### src/rtl/core/kwm_pkg.sv
// ----------------------------------------------------------------------------
// kwm_pkg: shared types and codes of the k-way sorted merge
// Transaction payloads, mode codes and the controller/datapath link.
// ----------------------------------------------------------------------------
package kwm_pkg;

	localparam int VALUE_W = 32;
	localparam int INDEX_W = 3;
	localparam int MODE_W  = 2;

	// transaction modes
	localparam logic [MODE_W-1:0] MODE_PUSH  = 2'd0;
	localparam logic [MODE_W-1:0] MODE_POP   = 2'd1;
	localparam logic [MODE_W-1:0] MODE_CLEAR = 2'd2;
	localparam logic [MODE_W-1:0] MODE_NOP   = 2'd3;

	typedef struct packed {
		logic [MODE_W-1:0]         mode;
		logic [INDEX_W-1:0]        list_index;
		logic signed [VALUE_W-1:0] value;
	} in_item_t;

	typedef struct packed {
		logic signed [VALUE_W-1:0] out_value;
		logic                      out_valid;
		logic [INDEX_W-1:0]        source_list;
		logic                      overflow;
	} out_item_t;

	// controller to datapath
	typedef struct packed {
		logic accept;
		logic scan_init;
		logic scan_issue;
		logic commit;
	} ctrl_cmd_t;

	// datapath to controller
	typedef struct packed {
		logic [MODE_W-1:0] mode;
		logic              scan_last;
		logic              out_free;
	} dp_status_t;

endpackage

### src/rtl/core/kwm_ctrl.sv
// ----------------------------------------------------------------------------
// kwm_ctrl: sequencing of one transaction at a time
// Accepts an item, runs the head scan for a pop and commits the result.
// ----------------------------------------------------------------------------
module kwm_ctrl (
	input  logic                   clk,
	input  logic                   arst_n,
	input  logic                   in_valid,
	output logic                   in_ready,
	input  kwm_pkg::dp_status_t    sts,
	output kwm_pkg::ctrl_cmd_t     cmd
);

	localparam logic [2:0] S_IDLE = 3'd0;
	localparam logic [2:0] S_EXEC = 3'd1;
	localparam logic [2:0] S_SCAN = 3'd2;
	localparam logic [2:0] S_LAST = 3'd3;
	localparam logic [2:0] S_DONE = 3'd4;

	logic [2:0] state_q;
	logic [2:0] state_d;

	// next state and commands
	always_comb begin
		state_d        = state_q;
		in_ready       = 1'b0;
		cmd            = '0;
		case (state_q)
			S_IDLE: begin
				in_ready = 1'b1;
				if (in_valid) begin
					cmd.accept = 1'b1;
					state_d    = S_EXEC;
				end
			end
			S_EXEC: begin
				if (sts.mode == kwm_pkg::MODE_POP) begin
					cmd.scan_init = 1'b1;
					state_d       = S_SCAN;
				end else begin
					state_d = S_DONE;
				end
			end
			S_SCAN: begin
				cmd.scan_issue = 1'b1;
				if (sts.scan_last) begin
					state_d = S_LAST;
				end
			end
			S_LAST: begin
				state_d = S_DONE;
			end
			S_DONE: begin
				if (sts.out_free) begin
					cmd.commit = 1'b1;
					state_d    = S_IDLE;
				end
			end
			default: begin
				state_d = S_IDLE;
			end
		endcase
	end

	// state register
	always_ff @(posedge clk or negedge arst_n) begin
		if (!arst_n) begin
			state_q <= S_IDLE;
		end else begin
			state_q <= state_d;
		end
	end

endmodule

### config.mk
export PLATFORM = sky130hd
export DESIGN_NAME = kwm_ctrl
export DESIGN_NICKNAME = d
export VERILOG_FILES = /design/src/rtl/core/kwm_pkg.sv /design/src/rtl/core/kwm_ctrl.sv
export SDC_FILE = /design/constraint.sdc
export NUM_CORES = 1
export LEC_CHECK = 0
export BUFFER_PORTS_ARGS = -buffer_cell sky130_fd_sc_hd__buf_2
export CAP_MARGIN = 15
export CORE_AREA = 2 2 39 41
export CTS_CLUSTER_DIAMETER = 30
export DETAILED_ROUTE_END_ITERATION = 8
export DIE_AREA = 0 0 41 43
export GPL_TIMING_DRIVEN = 0
export PLACE_DENSITY = 0.43
export SLEW_MARGIN = 20
export SYNTH_ARGS = -nofsm -noshare
export SYNTH_HDL_FRONTEND = slang
export SYNTH_SLANG_ARGS = --single-unit
### constraint.sdc
create_clock -name clk -period 1.23 [get_ports clk]
set_input_delay 0.246 -clock clk [delete_from_list [all_inputs] [get_ports clk]]
set_output_delay 0.246 -clock clk [all_outputs]
set_load 0.1 [all_outputs]
==> flow_metrics.py, run 1 <==
metrics = {
    "status": {
        "status": "finished with violations",
        "violations": "negative setup slack",
    },
    "setup_path": {
        "regToRegSetupSlack_ns": -0.17,
        "critPathKind": "reg -> out",
        "worstSetupEndpointType": "output port",
        "arrival_ns": 1.37,
        "required_ns": 0.98,
        "path_max_fanout": 4,
        "startpoint_type": "flip-flop",
    },
    "routing": {
        "via_per_inst": 3.79,
        "wirelength_um": 545,
        "dr.pass1.iters": 1,
        "drt-initial-drc-count": 0,
        "wl_per_cell_um": 9.56,
        "ant_nets": 0,
        "num_vias": 216,
        "drc": 0,
    },
    "synthesis": {
        "ys_async_sr_fraction_pct": 100,
        "synth_top_area_cell": "dfrtp_1",
        "syn_area_per_cell_um2": 10.5,
        "netlist_area_um2": 168,
        "yosysUniqueCellTypes": 12,
        "synth-edff-count": 0,
        "synth_area_leaders": "dfrtp_1 45%, nor4b_1 10%, or3b_4 6.7%",
        "yosys_register_bits": 3,
        "synth-seq-area-share_pct": 44.8,
        "yosysMostFrequentCell": "dfrtp_1",
        "synth_flop_cell": "dfrtp_1",
        "ys_top_cells_by_count": "3 x dfrtp_1, 2 x nor3_1, 2 x nor4b_1",
        "yosys.area.top_type_share_pct": 44.8,
        "syn_inst": 16,
        "ys_warn_count": 0,
        "syn-num-nets": 23,
    },
    "cts": {
        "clock-sinks": 3,
        "cts-root-buf": "clkbuf_4",
        "clock_latency_ns": 0.24,
        "cts_buffer_depth": 2,
        "htreeDepth": 1,
        "path_clk_slew_ns": 0.04,
        "tritoncts": "done",
        "cts_made_buffers": 3,
    },
    "layout": {
        "syn2layout_area_growth_pct": 184,
        "antennaDiodeCount": 0,
        "drive_gt1_share_pct": 80.5,
        "largest_reg_flops": 3,
        "top_regs": "state_q (3)",
        "postLayoutCoreUtil_pct": 34.4,
        "largest_register": "state_q",
        "fillers": 150,
        "finalNetCount": 49,
        "final_area_um2": 475,
    },
    "die": {
        "die_y_um": 43,
        "core_area_um2": 1380,
        "dieWidth_um": 41,
        "row_count": 14,
        "die-area_um2": 1760,
        "initial_core_util_pct": 12.1,
        "io_pins": 12,
    },
    "sta": {
        "setup_slack_ns": -0.383,
        "hold_viol": 0,
        "slew_headroom_pct": 83.8,
        "finalSetupViolations": 7,
        "period_minus_slack_ns": 1.61,
        "fmaxAchievable_mhz": 620,
        "fin_crit_sh_pct": 131,
        "rsz0062_at_grt": "yes",
        "timing.final.max_slew_violations": 0,
        "worst_pin_slew_ns": 0.240,
        "tns_ns": -1.64,
        "skew_ns": 0.00339,
    },
    "global_routing": {
        "grt-ovfl-total": 0,
        "antenna_found_initial": 0,
        "grt_max_degree": 7,
        "first_global_vias": 267,
        "grt_use_total_pct": 9.16,
        "grt_pass1_wl_um": 986,
    },
    "placement": {
        "routabilityCongestion": 0.667,
        "dp_hpwl_um": 328,
        "port_buffers": 11,
        "placement.cell_area_um2": 294,
    },
    "run": {
        "drv_cap": 0,
    },
    "hold_path": {
        "min_path_type": "in -> async",
    },
}
==> repair_timing <==
action / in CTS / in global routing
gates resized for setup: 21 / 1
setup endpoints to repair: 6 / 6
hold buffers: 1 / 0
setup buffers: 8 / 1
pin swaps: 4 / 2
endpoints found under the hold margin: 3 / 0
==> logic make-up (layout without fill, tap and decap cells) <==
family | Yosys count | in the layout | share of synthesized area, %
AOI/OAI and AO/OA | 2 | 2 | 9.70
buffers and inverters | 1 | 26 | 2.24
DFF | 3 | 3 | 44.8
muxes | 1 | 1 | 5.97
and+or+nand+nor | 9 | 9 | 37.3
==> layout make-up <==
class                      instances  area (um^2)  share of cell area [%]
clock buffer                       4         26.3                    5.53
inverter                           1         3.75                   0.789
multi-input combinational         12          136                    28.7
sequential                         3         78.8                    16.6
tap                               16         20.0                    4.21
timing repair buffer              21          210                    44.2
==> layer usage <==
layer / vias to the layer above / track usage [%] / part of all wire, %
met5: - / 0 / 0
met4: 0 / 12.0 / 0
met3: 0 / 3.14 / 4.6
met2: 8 / 12.2 / 55
met1: 99 / 9.09 / 41
li1: 109 / - / -
==> stage by stage <==
step / hold slack (ns) / std cells / setup slack, ns
finish: 0.332 / 57 / -0.383
floorplan: -0.0496 / 16 / -0.794
CTS: 0.324 / 56 / -0.389
global placement: 0.0413 / 43 / -0.395
global route: 0.354 / 57 / -0.410
detailed placement: 0.0435 / 43 / -0.393
==> critical path, stage by stage, from the launching register on <==
cell,delay [ns]
dfrtp_2,0.42
or3b_4,0.42
nor2_4,0.11
buf_12,0.18
==> cell usage in the layout, fill, tap and decap left out, drive strengths merged <==
master       instances
nand2b               1
nor3b                1
and2                 1
clkbuf               4
nor3                 2
nor2                 1
inv                  1
a31o                 1
buf                 20
dlygate4sd3          1
nor4b                2
mux2i                1
o21bai               1
or3b                 1
dfrtp                3
==> final timing paths <==
path                         endpoint  cells past startpoint  startpoint
max                            cmd[2]                      3  state_q[1]
min                        state_q[2]                      2      arst_n
max reg2reg                state_q[2]                      4  state_q[1]
min reg2reg                state_q[0]                      1  state_q[2]
max in group asynchronous  state_q[1]                      2      arst_n
min in group clk           state_q[0]                      3      sts[1]
Power of run 1 is not shown: default switching activity piles up to over one toggle a cycle in this logic, so the estimate is an artifact.
==> run 2, diff against run 1 <==
- SETUP_SLACK_MARGIN: not set -> 0.2
==> run 2 against run 1 <==
  * The run still ends with negative setup slack left
  * First-iteration DRC count unchanged
  * Worst setup slack better by 0.023 ns
  * Critical path depth unchanged
  * Cell area up 3.9%
  * Via count increased by 5.6%
  * Clock skew is 0.00091 ns lower
  * Worst hold slack got worse by 0.0020 ns
  * Global-route usage down 0.61 points
  * Non-clock buffer count increased by 2
  * Wire length increased by 13%
  * Fmax up 1.5%
  * Register-to-register slack gained 0.05 ns
  * Critical path type unchanged
==> flow_metrics.py, run 2 (synthesis gave the netlist of run 1 again) <==
metrics = {
    "placement": {
        "dp_hpwl_um": 325,
        "routabilityCongestion": 0.618,
        "port_buffers": 11,
    },
    "die": {
        "core_area_um2": 1380,
        "die_y_um": 43,
        "io_pins": 12,
        "initial_core_util_pct": 12.1,
        "dieWidth_um": 41,
        "die-area_um2": 1760,
        "row_count": 14,
    },
    "setup_path": {
        "regToRegSetupSlack_ns": -0.12,
        "required_ns": 0.98,
        "critPathKind": "reg -> out",
        "path_max_fanout": 3,
        "startpoint_type": "flip-flop",
        "arrival_ns": 1.34,
        "worstSetupEndpointType": "output port",
    },
    "cts": {
        "cts_made_buffers": 3,
        "tritoncts": "done",
        "clock-sinks": 3,
        "cts-root-buf": "clkbuf_4",
        "clock_latency_ns": 0.23,
        "cts_buffer_depth": 2,
        "path_clk_slew_ns": 0.04,
        "htreeDepth": 1,
    },
    "sta": {
        "fmaxAchievable_mhz": 629,
        "holdWs_ns": 0.330,
        "finalSetupViolations": 7,
        "hold_viol": 0,
        "setup_slack_ns": -0.360,
        "fin_crit_sh_pct": 129,
        "rsz0062_at_grt": "yes",
        "timing.final.max_slew_violations": 0,
        "slew_headroom_pct": 83.5,
        "worst_pin_slew_ns": 0.244,
        "skew_ns": 0.00248,
        "period_minus_slack_ns": 1.59,
    },
    "run": {
        "drv_cap": 0,
    },
    "layout": {
        "fillers": 153,
        "largest_reg_flops": 3,
        "drive_gt1_share_pct": 81.4,
        "layout_common_cells": "7 x buf_4, 6 x buf_2, 5 x buf_6",
        "top_regs": "state_q (3)",
        "finalNetCount": 51,
        "syn2layout_area_growth_pct": 195,
        "final_common_cell": "buf_4",
        "largest_register": "state_q",
        "antennaDiodeCount": 0,
    },
    "hold_path": {
        "min_path_type": "in -> async",
    },
    "global_routing": {
        "grt_pass1_wl_um": 924,
        "grt_max_degree": 7,
        "grt_use_total_pct": 8.55,
        "use_met1_pct": 7.77,
        "first_global_vias": 261,
        "grt-ovfl-total": 0,
        "top_usage_layer": "met2",
        "antenna_found_initial": 0,
        "grt.met2_usage_pct": 12.5,
        "use_met3_pct": 3.14,
    },
    "routing": {
        "ant_nets": 0,
        "via_per_inst": 3.86,
        "dr.pass1.iters": 1,
        "drt-initial-drc-count": 0,
        "wirelength_um": 616,
        "wl_per_cell_um": 10.4,
        "num_vias": 228,
        "drc": 0,
    },
    "status": {
        "violations": "negative setup slack",
        "status": "finished with violations",
    },
}
run 2: cell count changes in the layout (fill, tap and decap cells not counted):
| cell | delta |
|---|---|
| buf_4 | +1 |
| buf_6 | +1 |
run 2: final cells by class:
class | instances | area [um^2] | area share, %
clock buffer | 4 | 26.3 | 5.32
inverter | 1 | 3.75 | 0.759
multi-input combinational | 12 | 136 | 27.6
sequential | 3 | 78.8 | 15.9
tap | 16 | 20.0 | 4.05
timing repair buffer | 23 | 229 | 46.3
run 2: routing by layer:
| layer | part of all wire (%) | routed length, um |
|---|---|---|
| met1 | 35 | 214 |
| met2 | 59 | 363 |
| met3 | 6.3 | 39 |
| met4 | 0 | 0 |
| met5 | 0 | 0 |
run 2: through the flow:
stage	util [%]	instances	worst slack, ns	area (um^2)	setup TNS [ns]
CTS	32.2	54	-0.366	445	-1.49
global placement	21.2	43	-0.396	294	-1.16
global route	35.7	59	-0.379	494	-1.95
finish	35.7	59	-0.360	494	-1.74
floorplan	-	16	-0.794	219	-2.80
detailed placement	21.2	43	-0.401	294	-1.17
run 2: final timing paths:
path	start	cells after the start	end
setup / recovery	state_q[1]	3	cmd[2]
hold reg to reg	state_q[2]	1	state_q[0]
min in group clk	sts[1]	3	state_q[0]
setup reg to reg	state_q[1]	4	state_q[2]
max in group asynchronous	arst_n	2	state_q[1]
hold / removal	arst_n	2	state_q[2]
run 2: what timing repair did:
action | in CTS | in global routing
buffers inserted | 6 | 5
hold endpoints to repair | 3 | 0
gates cloned | 0 | 0
hold buffers | 1 | 0
resized for setup | 20 | 3
pin swaps | 4 | 2
setup endpoints to repair | 7 | 8
run 2: critical path: stages, from the launching register on:
cell and delay (ns):
dfrtp_2 0.41, or3b_4 0.42, nor2_4 0.11, buf_12 0.18
Power of run 2 is left out for the same reason.
